<file path="src/rtl/bam_pkg.sv">
// ----------------------------------------------------------------------------
// bam_pkg
// Shared constants for the binary angle modulation RGB LED driver.
// ----------------------------------------------------------------------------
package bam_pkg;

  localparam int BAM_BITS   = 8;
  localparam int SLOT_W     = (BAM_BITS > 1) ? $clog2(BAM_BITS) : 1;
  localparam int CARRIER_W  = 16;
  localparam int LEVEL_W    = 8;
  localparam int CFG_IDX_W  = 2;
  localparam int CFG_DATA_W = 16;
  localparam int IN_TDATA_W  = 8;
  localparam int OUT_TDATA_W = 8;

  localparam logic [CARRIER_W-1:0] CARRIER_RESET = CARRIER_W'(256);

  typedef enum logic [CFG_IDX_W-1:0] {
    REG_CARRIER = 2'd0,
    REG_GREEN   = 2'd1,
    REG_RED     = 2'd2,
    REG_BLUE    = 2'd3
  } cfg_reg_t;

endpackage

</file>
<file path="src/rtl/bam_channel.sv">
// ----------------------------------------------------------------------------
// bam_channel
// One LED channel slot sequencer: slot index, slot countdown and pin latch.
// ----------------------------------------------------------------------------
module bam_channel (
  input  logic                           clk,
  input  logic                           rst_n,
  input  logic                           tick,
  input  logic [bam_pkg::LEVEL_W-1:0]    level,
  input  logic [bam_pkg::CARRIER_W-1:0]  carrier,
  output logic                           pin
);
  import bam_pkg::*;

  logic [SLOT_W-1:0]    slot_r, slot_nxt;
  logic [CARRIER_W-1:0] rem_r, rem_nxt;
  logic                 pin_r, pin_nxt;

  logic [BAM_BITS-1:0]  level_ext;
  logic [SLOT_W-1:0]    bitpos;
  logic [SLOT_W:0]      shamt;
  logic [CARRIER_W-1:0] len;

  assign level_ext = BAM_BITS'(level);
  assign bitpos    = SLOT_W'(BAM_BITS - 1) - slot_r;
  assign shamt     = {1'b0, slot_r} + (SLOT_W+1)'(1);
  assign len       = carrier >> shamt;

  always_comb begin
    slot_nxt = slot_r;
    rem_nxt  = rem_r;
    pin_nxt  = pin_r;
    if (tick) begin
      if (rem_r > CARRIER_W'(1)) begin
        rem_nxt = rem_r - CARRIER_W'(1);
      end else begin
        pin_nxt = level_ext[bitpos];
        rem_nxt = (len == '0) ? CARRIER_W'(1) : len;
        if (slot_r == SLOT_W'(BAM_BITS - 1)) begin
          slot_nxt = '0;
        end else begin
          slot_nxt = slot_r + SLOT_W'(1);
        end
      end
    end
  end

  always_ff @(posedge clk) begin
    if (!rst_n) begin
      slot_r <= '0;
      rem_r  <= CARRIER_W'(1);
      pin_r  <= 1'b0;
    end else begin
      slot_r <= slot_nxt;
      rem_r  <= rem_nxt;
      pin_r  <= pin_nxt;
    end
  end

  assign pin = pin_nxt;

endmodule

</file>
<file path="src/rtl/bam_rgb_led_modulator.sv">
// ----------------------------------------------------------------------------
// bam_rgb_led_modulator
// Three-channel binary angle modulation LED driver (green, red, blue).
// ----------------------------------------------------------------------------
// Usage:
//   in_*  : one request per microsecond tick; in_tdata[0] = tick_enable.
//           A request with tick_enable low holds all state and reports pins.
//   out_* : one request per input request carrying the three pin levels.
//   cfg_* : register writes (0 carrier, 1 green, 2 red, 3 blue level),
//           always accepted; they apply at each channel's next slot expiry.
// out_tvalid rises in the cycle after input accept. Throughput is one request
// per cycle while out_tready stays high; the per-channel countdown and reload
// update in the same cycle the request is taken, feeding a single output register.
// in_tready is high while the output register is empty or being drained,
// so a stalled receiver stops input after one buffered result and no
// request is dropped or repeated.
// Reset clears slot indexes, loads each countdown with one (first tick
// expires), clears pins and levels and sets the carrier to 256 ticks.
// ----------------------------------------------------------------------------
module bam_rgb_led_modulator (
  input  logic                                clk,
  input  logic                                rst_n,
  input  logic                                in_tvalid,
  output logic                                in_tready,
  input  logic [bam_pkg::IN_TDATA_W-1:0]      in_tdata,   // [0] tick_enable
  output logic                                out_tvalid,
  input  logic                                out_tready,
  output logic [bam_pkg::OUT_TDATA_W-1:0]     out_tdata,  // [0] green, [1] red, [2] blue
  input  logic                                cfg_valid,
  output logic                                cfg_ready,
  input  logic [bam_pkg::CFG_IDX_W-1:0]       cfg_index,
  input  logic [bam_pkg::CFG_DATA_W-1:0]      cfg_data
);
  import bam_pkg::*;

  logic [CARRIER_W-1:0] carrier_r;
  logic [LEVEL_W-1:0]   green_r, red_r, blue_r;
  logic                 out_valid_r, out_valid_nxt;
  logic [2:0]           pins_r;
  logic [2:0]           pins;
  logic                 in_acc;
  logic                 tick;

  assign cfg_ready = 1'b1;
  assign in_tready = !out_valid_r || out_tready;
  assign in_acc    = in_tvalid && in_tready;
  assign tick      = in_acc && in_tdata[0];

  always_ff @(posedge clk) begin
    if (!rst_n) begin
      carrier_r <= CARRIER_RESET;
      green_r   <= '0;
      red_r     <= '0;
      blue_r    <= '0;
    end else if (cfg_valid) begin
      case (cfg_reg_t'(cfg_index))
        REG_CARRIER: carrier_r <= cfg_data[CARRIER_W-1:0];
        REG_GREEN:   green_r   <= cfg_data[LEVEL_W-1:0];
        REG_RED:     red_r     <= cfg_data[LEVEL_W-1:0];
        REG_BLUE:    blue_r    <= cfg_data[LEVEL_W-1:0];
        default: ;
      endcase
    end
  end

  bam_channel u_green (
    .clk(clk), .rst_n(rst_n), .tick(tick),
    .level(green_r), .carrier(carrier_r), .pin(pins[0])
  );
  bam_channel u_red (
    .clk(clk), .rst_n(rst_n), .tick(tick),
    .level(red_r), .carrier(carrier_r), .pin(pins[1])
  );
  bam_channel u_blue (
    .clk(clk), .rst_n(rst_n), .tick(tick),
    .level(blue_r), .carrier(carrier_r), .pin(pins[2])
  );

  always_comb begin
    out_valid_nxt = out_valid_r;
    if (in_acc) begin
      out_valid_nxt = 1'b1;
    end else if (out_tready) begin
      out_valid_nxt = 1'b0;
    end
  end

  always_ff @(posedge clk) begin
    if (!rst_n) begin
      out_valid_r <= 1'b0;
    end else begin
      out_valid_r <= out_valid_nxt;
    end
  end

  always_ff @(posedge clk) begin
    if (in_acc) begin
      pins_r <= pins;
    end
  end

  assign out_tvalid = out_valid_r;
  assign out_tdata  = OUT_TDATA_W'(pins_r);

endmodule
</file>
<file path="config.mk">
export PLATFORM = sky130hd
export DESIGN_NAME = bam_rgb_led_modulator
export DESIGN_NICKNAME = d
export VERILOG_FILES = /design/src/rtl/bam_pkg.sv /design/src/rtl/bam_channel.sv /design/src/rtl/bam_rgb_led_modulator.sv
export SDC_FILE = /design/constraint.sdc
export NUM_CORES = 1
export LEC_CHECK = 0
export ABC_CLOCK_PERIOD_IN_PS = 6400
export CORE_MARGIN = 2
export CORE_UTILIZATION = 43
export CTS_BUF_LIST = sky130_fd_sc_hd__clkbuf_8
export DETAILED_ROUTE_END_ITERATION = 6
export DONT_BUFFER_PORTS = 1
export GPL_TIMING_DRIVEN = 0
export PLACE_DENSITY = 0.68
export RECOVER_POWER = 25
export SLEW_MARGIN = 5
export SYNTH_ARGS = -nofsm -noshare
export SYNTH_HDL_FRONTEND = slang
export SYNTH_SLANG_ARGS = --single-unit
</file>
<file path="constraint.sdc">
create_clock -name clk -period 6.4 [get_ports clk]
set_input_delay 1.92 -clock clk [delete_from_list [all_inputs] [get_ports clk]]
set_output_delay 1.92 -clock clk [all_outputs]
set_load 0.05 [all_outputs]
</file>
* After elaboration in Yosys (flattened, before gate mapping) *
Cells that the tools add are included.

storage, ports and cells
  input bits = 31
  output and inout port bits = 11
  flip-flop bits (word level) = 104
  logic and storage cells = 84

cells by class
  $lt $le $gt $ge = 6
  equality and inequality tests = 6
  bitwise operators = 3
  add/subtract/negate cells = 12
  multiplexer cells = 23
  shifts and indexed selects = 3
  reduce and logical (&&, ||, !) cells = 16

operators with widths
  kind                                                        number
  two-way mux 16 bit                                          6
  > comparator 16 x 1 -> 1 bit, second input constant         3
  logical NOT 16 bit                                          3
  >> shifter 16 x 4 -> 16 bit                                 3
  subtractor 16 x 1 -> 16 bit, second input constant          3
  AND reduction 2 bit                                         7
  adder 3 x 1 -> 4 bit, second input constant                 3
  less-than comparator 3 x 4 -> 1 bit, second input constant  3
  two-way mux 1 bit                                           11
  adder 3 x 1 -> 3 bit, second input constant                 3
  binary-select mux 1 bit (select 3 bit)                      3
  == test 3 bit, second input constant                        3
  two-way mux 3 bit                                           3
  subtractor 3 bit, first input constant                      3
  == test 2 bit, second input constant                        2
  inverter 1 bit                                              3
  == test 2 x 1 -> 1 bit, second input constant               1
  logical AND 1 bit                                           2
  logical NOT 2 bit                                           1
  nonzero test 2 bit                                          1
  logical NOT 1 bit                                           1
  logical OR 1 bit                                            1

* Logic depth before layout (Yosys ltp) *
Gate-level depths: netlist of the first run.

  depth after elaboration = 5
  depth in mapped cells = 9
  gate-level depth less buffers = 8

* Hierarchy *
A second synthesis of the first run with hierarchy kept.

second synthesis, totals
  cell total of the unflattened synthesis = 899
  area, all modules = 7258.2 um^2

by module, submodules not included
  module                 times used  sequential area each (um^2)  area an instance (um^2)  cells each
  bam_channel            3           400.4                        1844.3                   244
  bam_rgb_led_modulator  1           910.9                        1725.4                   167

* Least setup slack after synthesis of the first run *
Ideal clock, no wire load.

  path kind = input -> output
  start point = input port out_tready
  end point = output port in_tready
  required time = 4.480 ns
  setup slack = 2.085 ns
  data arrival time = 2.395 ns
  buffers on the path = 0
  stages = 1
  cells stage by stage = nand2b_1

on the way
  longest elaborated chain between the ends = 1

RTL lines
  item              RTL line                     source
  from (decl)       bam_rgb_led_modulator.sv:27  input logic out_tready,
  logical OR 1 bit  bam_rgb_led_modulator.sv:45  assign in_tready = !out_valid_r || out_tready;
  to (decl)         bam_rgb_led_modulator.sv:24  output logic in_tready,

No other way between the ends.

* Worst setup path after layout of the first run *
Same ends and word-level chain as after synthesis.

==> results of run 1 <==
==> power by group <==
part / total (uW) / internal, uW / leakage, uW / switching [uW]
combinational: 1220 / 455 / 0.00179 / 763
sequential: 809 / 720 / 0.000843 / 89.0
clock: 423 / 153 / 0.0000959 / 269
==> synth_stat cells, drive strengths merged, types with 8 or more instances <==
cell type,n,share of area
dfxtp,100,0.28
nand2,98,0.052
nor2,90,0.048
mux2i,84,0.12
a21oi,79,0.056
o21ai,52,0.037
clkbuf,51,0.027
buf,30,0.022
nor3,30,0.023
inv,24,0.013
mux2,22,0.035
mux4,21,0.067
nand3,21,0.016
nor4,14,0.015
or3,13,0.012
ha,12,0.021
nand2b,12,0.011
a22oi,10,0.011
a211oi,8,0.0085
nand4,8,0.0071
or4,8,0.010
==> final cells by class <==
type | count | area share
Multi-Input combinational cell | 673 | 0.603
Sequential cell | 103 | 0.277
Buffer | 81 | 0.0461
Tap cell | 216 | 0.0358
Clock buffer | 9 | 0.0164
Inverter | 24 | 0.0119
Clock inverter | 7 | 0.00929
==> worst register-to-register path, stage by stage, from the launching register on <==
cell	delay (ns)
dfxtp_1	0.50
nand2b_1	0.57
and3_1	0.24
clkbuf_1	0.61
clkbuf_1	0.49
buf_1	0.59
nand3_1	0.16
a21oi_1	0.15
==> path summary, 6_finish.rpt <==
kind,slack (ns),cells after the start,start,end
max,2.05,1,out_tready,in_tready
min,0.49,2,u_green.rem_r[9],u_green.rem_r[9]
max reg2reg,3.02,7,out_tvalid,u_green.rem_r[1]
min reg2reg,0.49,2,u_green.rem_r[9],u_green.rem_r[9]
==> registers in the layout, indices dropped and copies added, names as in the netlist, 8 cells and up <==
register,count
carrier_r,15
green_r,8
red_r,8
u_blue.rem_r,16
blue_r,8
u_green.rem_r,16
u_red.rem_r,16
==> through the flow <==
step / instance area, um2 / worst slack (ns) / total power, uW
2_1_floorplan: 7080 / 2.08 / 1730
3_3_place_gp: 7350 / 1.68 / 1990
3_5_place_dp: 7350 / 1.75 / 2000
4_1_cts: 7540 / 2.06 / 2420
5_1_grt: 7540 / 1.89 / 2620
6_report: 7540 / 2.05 / 2450
==> kinds of logic after synthesis <==
family	share of synthesized area
other	0.00106
AND/OR/NAND/NOR	0.226
multiplexers	0.221
buffers and inverters	0.0620
XOR/XNOR	0.00124
AO/OA/AOI/OAI	0.172
flip-flops	0.296
adder cells (fa/ha/maj)	0.0213
==> metal layers <==
metal / vias up / wire (um)
met3: 43 / 1800
met1: 3152 / 9610
li1: 3209 / -
met2: 306 / 9680
met4: 0 / 554
met5: - / 0
==> results by group, run 1 <==
Final layout
  – Layout cells sized above 1: 0.108
  – Non-Filler Instances: 1113
  – Synth-to-layout area growth: 6.78%
  – Fillers: ~1600
  – Final core occ: 0.473
  – Nets: a little over 900
  – # diodes: 0
  – Sequential cell area: ~0.0021 mm2
  – Multi-input logic area: roughly 0.0045 mm2
  – Most frequent cells in the layout: dfxtp_1 (100), nand2_1 (98), nor2_1 (89), mux2i_1 (84), a21oi_1 (79)
  – Commonest non-fill, non-tap cell in the layout: dfxtp_1

Die
  – Initial Util: 0.443
  – Die W: around 130 um
  – Row cnt: between 40 and 50
  – Core Region: 0.0159 mm2
  – Die height: roughly 130 um
  – Die footprint: around 0.017 mm2
  – I/O Pins: 42

Placed design
  – Inst Count DP: approximately 1100
  – Final HPWL DP: 15800 um
  – PortBufs: 0
  – Gpl congestion: about 0.94

Clock tree
  – Sink Count: 103
  – Max Root-Sink Buffers: 2
  – Hold-fix buffers, CTS: 0
  – Post-CTS Setup Bufs: 0
  – Clk slew on worst S/H paths: 0.10 ns
  – H-tree Lvls: 3
  – Num CTS Buffers: 9
  – Worst-skew pair later-pin latency: ~0.41 ns
  – Post-CTS resize count: 0
  – Root Driver: clkbuf_8
  – CTS tree: built

Global route
  – Gr busiest metal: met2
  – Global-route wire length before repair: ~35000 um
  – Grt met1 use: 0.342
  – Vias in the first global route: roughly 6200
  – Antenna violations before repair: 0
  – Met2 usage: 0.393
  – All-Layer GR Usage: 0.249
  – Largest net degree at the start of global routing: 21
  – Grt total ovfl: 0
  – M3 GR Usage: 0.0500

Yosys
  – Mean area per synthesized cell: 8.06 um2
  – Post-Syn Area: around 0.0071 mm2
  – Post-synth top flop: dfxtp_1
  – Warnings, synthesis: 0
  – Yosys cell types: 67
  – Async set-reset flop share out of synthesis: 0
  – Syn Inst Count: slightly below 900
  – FF+latch count, synth: ~100
  – Number of synthesized flops with an enable pin: 3
  – Sequential-to-total area share from yosys stat: 0.296

Detailed routing
  – Routed via count: approximately 6700
  – Final WL: around 22000 um
  – Drt wl/cell: between 15 and 20 um
  – Drt pass-1 iters: 5
  – Final ANT Viol Nets: 0
  – DRC violations left: 0
  – Via/cell ratio: ~6
  – Number of DRC markers in iteration 0: between 800 and 900

Timing
  – Final period utilization: 0.679
  – Hold Violations, Final: 0
  – Min cycle time layout: between 4 and 5 ns
  – Setup Viol. Count Final: 0
  – RSZ-0062 raised after global routing: false
  – Fin Clk Skew: 0.0169 ns
  – Setup tns final: 0 ns
  – Worst Max-Slew Pin Slew: around 0.84 ns
  – Max Clk Rate: about 0.23 GHz
  – Final hold slack: a little under 0.5 ns
  – Rel. slew slack: 0.439
  – Slew Limit Fails: 0

Setup path
  – CP Max Fanout: 5
  – Crit path DAT: ~2.4 ns
  – Kind of critical path: in -> out
  – Element type at the critical path start: input port
  – WP buf/inv: 0
  – CP endpoint kind: output port
  – CP cell instances: nand2b_1
  – Delay-heaviest family, CP: simple AND/OR/NAND/NOR gates
  – Req. time, crit path: about 4.5 ns
  – Slowest cell on crit path: nand2b_1
  – CP max stage delay: between 0.5 and 0.6 ns

Hold path
  – Worst min-delay path class: reg -> reg

Pwr
  – Pwr/cell area: ~320 mW/mm2
  – Peak VDD IR: between 0.00015 and 0.0002 V
  – Pleak: between 0.002 and 0.003 uW

Status
  – Outcome: finished clean

Job
  – Max-cap viol count: 0
Power figures use the tool's default switching activity.
==> run 2, diff against run 1 <==
--- a/config.mk
+++ b/config.mk
@@ -5,7 +5,8 @@
 export SDC_FILE = /design/constraint.sdc
 export NUM_CORES = 1
 export LEC_CHECK = 0
-export ABC_CLOCK_PERIOD_IN_PS = 6400
+export ABC_AREA = 1
+export ABC_CLOCK_PERIOD_IN_PS = 4380
 export CORE_MARGIN = 2
 export CORE_UTILIZATION = 43
 export CTS_BUF_LIST = sky130_fd_sc_hd__clkbuf_8
==> constraint.sdc (replaced) <==
create_clock -name clk -period 4.38 [get_ports clk]
set_input_delay 1.314 -clock clk [delete_from_list [all_inputs] [get_ports clk]]
set_output_delay 1.314 -clock clk [all_outputs]
set_load 0.05 [all_outputs]
==> run 2 against run 1 <==
  * Critical path depth grew 8
  * Critical endpoint is now pins_r[1]
  * First-iteration DRC count shrank 16%
  * Clock skew is essentially flat
  * Routed wire length grew 2.7%
  * Worst hold slack lost 0.035 ns
  * Combinational power shrank 45%
  * Largest cell class unchanged
==> results by group, run 2 <==
Status
  – Outcome: finished clean

Die
  – I/O Pins: 42
  – Die footprint: between 0.015 and 0.02 mm2
  – Initial Util: 0.437
  – Row cnt: 47
  – Core Region: between 0.015 and 0.02 mm2
  – Die W: 133 um
  – Die height: about 130 um

Final layout
  – Most frequent cells in the layout: nand2_1 (290), nand3_1 (166), nor2_1 (130), dfxtp_1 (100), o21ai_0 (98)
  – Commonest non-fill, non-tap cell in the layout: nand2_1
  – Layout cells sized above 1: 0.0838
  – Nets: about 1200
  – # diodes: 0
  – Synth-to-layout area growth: 6.58%
  – Top Registers: u_blue.rem_r x16, u_green.rem_r x16, u_red.rem_r x16

Timing
  – Setup tns final: 0 ns
  – RSZ-0062 raised after global routing: false
  – Final period utilization: 0.736
  – Max Clk Rate: a little over 0.3 GHz
  – Final hold slack: 0.451 ns
  – Min cycle time layout: approximately 3.2 ns
  – Fin Clk Skew: 0.0170 ns
  – Hold Violations, Final: 0
  – Worst Max-Slew Pin Slew: around 0.75 ns
  – Rel. slew slack: 0.498
  – Slew Limit Fails: 0
  – Setup Viol. Count Final: 0

Detailed routing
  – Routed via count: approximately 7900
  – Drt pass-1 iters: 7
  – Final WL: 22200 um
  – DRC violations left: 0
  – Via/cell ratio: around 5.6
  – Number of DRC markers in iteration 0: around 720
  – Drt wl/cell: 15.7 um
  – Final ANT Viol Nets: 0

Clock tree
  – Post-CTS Setup Bufs: 0
  – Worst-skew pair later-pin latency: approximately 0.40 ns
  – Clk slew on worst S/H paths: 0.11 ns
  – CTS tree: built
  – Num CTS Buffers: 9
  – H-tree Lvls: 3
  – Hold-fix buffers, CTS: 0
  – Root Driver: clkbuf_8
  – Sink Count: 103
  – Post-CTS resize count: 0
  – Max Root-Sink Buffers: 2

Placed design
  – PortBufs: 0
  – Gpl congestion: 0.951
  – Final HPWL DP: roughly 17000 um

Yosys
  – Sequential-to-total area share from yosys stat: 0.290
  – Area leader, netlist: dfxtp_1
  – Top-count cell post-synth: nand2_1
  – Post-synth top flop: dfxtp_1
  – Async set-reset flop share out of synthesis: 0
  – Warnings, synthesis: 0
  – Synth top area share: 0.278
  – Most frequent cells after synthesis: nand2_1 (290), nand3_1 (166), nor2_1 (130), dfxtp_1 (100), o21ai_0 (98)
  – Top post-synthesis cells by area: dfxtp_1 (28%), nand2_1 (15%), nand3_1 (12%)
  – Number of synthesized flops with an enable pin: 3
  – Post-Syn Area: roughly 0.007 mm2
  – Mean area per synthesized cell: 6.14 um2
  – Syn Inst Count: roughly 1200
  – FF+latch count, synth: between 100 and 150
  – Yosys cell types: between 40 and 50

Global route
  – Global-route wire length before repair: between 30000 and 40000 um
  – Vias in the first global route: ~7200
  – Antenna violations before repair: 0
  – All-Layer GR Usage: 0.255
  – Largest net degree at the start of global routing: 20
  – Grt total ovfl: 0

Hold path
  – Hold depth: 2
  – Worst min-delay path class: reg -> reg
  – Hold Crit Start: red_r[0]

Setup path
  – Req. time, crit path: approximately 4.5 ns
  – WP depth: 9
  – Delay-heaviest family, CP: simple AND/OR/NAND/NOR gates
  – Worst r2r src: out_tvalid
  – Slowest cell on crit path: o21ai_1
  – Most common cell on crit path: inv_1
  – CP Max Fanout: 10
  – CP cell instances: inv_1 -> nand2_1 -> nand2_1 -> inv_1 -> nand2_4 -> inv_2 -> nand4_1 -> o21ai_1 -> inv_1
  – Crit path DAT: between 3 and 4 ns
  – Kind of critical path: in -> reg
  – CP max stage delay: around 0.44 ns
  – CP endpoint kind: flop
  – CP startpoint: out_tready
  – Element type at the critical path start: input port
  – Worst R2R Path Depth: 8
  – WP buf/inv: 4

Pwr
  – Pleak: roughly 0.0034 uW
  – Pwr/cell area: roughly 300 mW/mm2
  – Peak VDD IR: around 0.00018 V

Job
  – Max-cap viol count: 0
==> run 2: cell types whose count changed in the layout (fill, tap and decap cells not counted), sizes merged, moves of 13 or more <==
cell    delta
mux2i     -84
nor3      -15
nand3    +145
or3       -13
nand2    +202
nor2      +54
mux2      -22
mux4      -21
xor2      +14
o21ai     +74
inv       +66
clkbuf    -25
==> run 2: logic make-up after synthesis <==
logic type / after synthesis / share of synthesized area
AOI/OAI and AO/OA: 236 / 0.174
xor gates and xnor gates: 19 / 0.0231
adders and majority gates: 12 / 0.0208
buffers and inverters: 152 / 0.0901
DFF: 103 / 0.290
other: 2 / 0.00104
and+or+nand+nor: 650 / 0.401
==> run 2: layout make-up <==
| class | count | area [um2] |
|---|---|---|
| buffer | 61 | 307 |
| clock buffer | 9 | 124 |
| clock inverter | 7 | 60.1 |
| fill | 1767 | 8790 |
| inverter | 91 | 343 |
| multi-input combinational | 923 | 4480 |
| sequential | 103 | 2090 |
| tap | 220 | 275 |
==> run 2: worst reg2reg max path, stage by stage, from the launching register on <==
cell and delay (ns):
dfxtp_1 0.49, nand2_1 0.48, nand2_1 0.13, inv_1 0.20, nand2_4 0.17, inv_2 0.23, nand4_1 0.42, o21ai_1 0.45
inv_1 0.07
==> run 2: per-stage QoR <==
stage | instances | setup slack (ns) | instance area [um2] | utilization | power [uW]
CTS | 1414 | 1.28 | 7680 | 0.466 | 2350
floorplan | 1178 | 1.37 | 7220 | - | 1590
detailed placement | 1398 | 0.853 | 7490 | 0.455 | 1750
global placement | 1398 | 0.830 | 7490 | 0.455 | 1750
finish | 1414 | 1.16 | 7680 | 0.466 | 2350
global route | 1414 | 1.01 | 7680 | 0.466 | 2490
==> run 2: per-layer routing <==
metal  global-route usage  wire length [um]  part of all wire
met1                0.352             10200              0.46
met2                0.406              9810              0.44
met3               0.0403              1570             0.070
met4               0.0875               665             0.030
met5                    0                 0                 0
==> run 2: final timing paths <==
| path | to | slack (ns) |
|---|---|---|
| setup / recovery | pins_r[1] | 1.16 |
| hold / removal | red_r[0] | 0.45 |
| setup reg to reg | pins_r[1] | 1.49 |
| hold reg to reg | red_r[0] | 0.45 |
==> run 2: power by group <==
part	switching (uW)	internal (uW)
Combinational	454	218
Clock	386	219
Sequential	77.0	999
Total	917	1440
==> run 3, diff against run 2 <==
--- a/config.mk
+++ b/config.mk
@@ -6,7 +6,7 @@
 export NUM_CORES = 1
 export LEC_CHECK = 0
 export ABC_AREA = 1
-export ABC_CLOCK_PERIOD_IN_PS = 4380
+export ABC_CLOCK_PERIOD_IN_PS = 3000
 export CORE_MARGIN = 2
 export CORE_UTILIZATION = 43
 export CTS_BUF_LIST = sky130_fd_sc_hd__clkbuf_8
==> constraint.sdc (replaced) <==
create_clock -name clk -period 3 [get_ports clk]
set_input_delay 0.9 -clock clk [delete_from_list [all_inputs] [get_ports clk]]
set_output_delay 0.9 -clock clk [all_outputs]
set_load 0.05 [all_outputs]
==> run 3 against run 2 <==
  * First-iteration DRC count shrank 1.9%
  * Design area did not move
  * Die area unchanged
  * Combinational power grew 46%
  * Cell count did not move
  * Clock skew shrank 0.0010 ns
  * Count of clock-buffer cells in the layout did not move
  * Clock power rose by 47%
  * Sequential share of layout area did not move
  * Flip-flop and latch count did not move
==> results by group, run 3 (synthesis results as in run 2) <==
Pwr
  – Peak VDD IR: approximately 0.00026 V
  – Pwr/cell area: about 450 mW/mm2
  – Pleak: about 0.0034 uW

Final layout
  – Layout cells sized above 1: 0.0846
  – Nets: about 1200
  – Synth-to-layout area growth: 6.58%
  – Top Registers: u_blue.rem_r x16, u_green.rem_r x16, u_red.rem_r x16
  – # diodes: 0
  – Non-Filler Instances: roughly 1400
  – Commonest non-fill, non-tap cell in the layout: nand2_1
  – Design Area, Final: 0.00768 mm2
  – Sequential cell area: roughly 0.0021 mm2
  – Fillers: approximately 1800
  – Multi-input logic area: about 0.0045 mm2
  – Most frequent cells in the layout: nand2_1 (290), nand3_1 (166), nor2_1 (130), dfxtp_1 (100), o21ai_0 (98)

Detailed routing
  – Final WL: 22200 um
  – Drt pass-1 iters: 7
  – Number of DRC markers in iteration 0: around 700
  – Drt wl/cell: roughly 16 um
  – Via/cell ratio: roughly 5.6
  – DRC violations left: 0
  – Final ANT Viol Nets: 0
  – Routed via count: a little under 8000

Die
  – Die height: 133 um
  – I/O Pins: 42
  – Die footprint: roughly 0.018 mm2
  – Core Region: 0.0165 mm2
  – Die W: 133 um
  – Row cnt: 47
  – Initial Util: 0.437

Hold path
  – Worst min-delay path class: reg -> reg

Timing
  – Fin Clk Skew: between 0.015 and 0.02 ns
  – Worst Max-Slew Pin Slew: 0.755 ns
  – Hold Violations, Final: 0
  – Min cycle time layout: 2.83 ns
  – Rel. slew slack: 0.496
  – RSZ-0062 raised after global routing: false
  – Final WS setup: 0.171 ns
  – Final period utilization: 0.943
  – Slew Limit Fails: 0
  – Max Clk Rate: approximately 0.35 GHz
  – Setup Viol. Count Final: 0

Global route
  – All-Layer GR Usage: 0.255
  – Largest net degree at the start of global routing: 20
  – Global-route wire length before repair: roughly 36000 um
  – Grt total ovfl: 0
  – Antenna violations before repair: 0
  – Vias in the first global route: a little over 7000

Placed design
  – Final HPWL DP: about 17000 um
  – Gpl congestion: around 0.95
  – Inst Count DP: ~1400
  – PortBufs: 0
  – Placed instance area: between 0.007 and 0.008 mm2
  – Dpl ws: -0.113 ns

Clock tree
  – Root Driver: clkbuf_8
  – Max Root-Sink Buffers: 2
  – H-tree Lvls: 3
  – Sink Count: a little over 100
  – Post-CTS resize count: 0
  – Clk slew on worst S/H paths: approximately 0.11 ns
  – Worst-skew pair later-pin latency: around 0.4 ns
  – CTS tree: built
  – Post-CTS Setup Bufs: 0
  – Hold-fix buffers, CTS: 0
  – Num CTS Buffers: 9

Setup path
  – CP endpoint kind: flop
  – Kind of critical path: reg -> reg
  – Element type at the critical path start: flop
  – CP Max Fanout: 10
  – Req. time, crit path: 3.16 ns
  – Crit path DAT: 2.98 ns

Job
  – Max-cap viol count: 0

Status
  – Outcome: finished clean
-- run 3: cell types whose count changed in the layout (fill, tap and decap cells not counted), sizes merged --
cell    before  now
clkbuf      35   34
buf         35   36
-- run 3: path summary, 6_finish.rpt --
path	to	startpoint	cells after the start	slack, ns
max reg2reg	pins_r[1]	out_tvalid	8	0.17
max	pins_r[1]	out_tvalid	8	0.17
min	red_r[0]	red_r[0]	2	0.45
min reg2reg	red_r[0]	red_r[0]	2	0.45
-- run 3: power breakdown --
group	internal (uW)	switching [uW]	total (uW)
Sequential	1460	112	1570
Combinational	319	661	980
Clock	320	568	888
-- run 3: layer usage --
| metal | part of all wire | track usage |
|---|---|---|
| met1 | 0.46 | 0.352 |
| met2 | 0.44 | 0.406 |
| met3 | 0.070 | 0.0403 |
| met4 | 0.027 | 0.0875 |
| met5 | 0 | 0 |
-- run 3: area by class of cell --
type                       count  area share
inverter                      91      0.0447
tap                          220      0.0359
clock inverter                 7     0.00782
sequential                   103       0.272
multi-input combinational    923       0.583
clock buffer                   9      0.0161
buffer                        61      0.0399
-- run 3: critical path: stages, from the launching register on --
cell and delay, ns:
dfxtp_1 0.49, nand2_1 0.48, nand2_1 0.16, inv_2 0.15, nand2_4 0.14, inv_2 0.22
nand4_1 0.42, o21ai_1 0.44, inv_1 0.07
-- run 3: through the flow --
| stage | hold slack (ns) | power [uW] | TNS (ns) | util |
|---|---|---|---|---|
| floorplan | 0.420 | 2330 | 0 | - |
| global placement | 0.433 | 2550 | -0.136 | 0.455 |
| detailed placement | 0.438 | 2560 | -0.113 | 0.455 |
| CTS | 0.455 | 3430 | 0 | 0.466 |
| global route | 0.475 | 3640 | 0 | 0.466 |
| finish | 0.451 | 3440 | 0 | 0.466 |
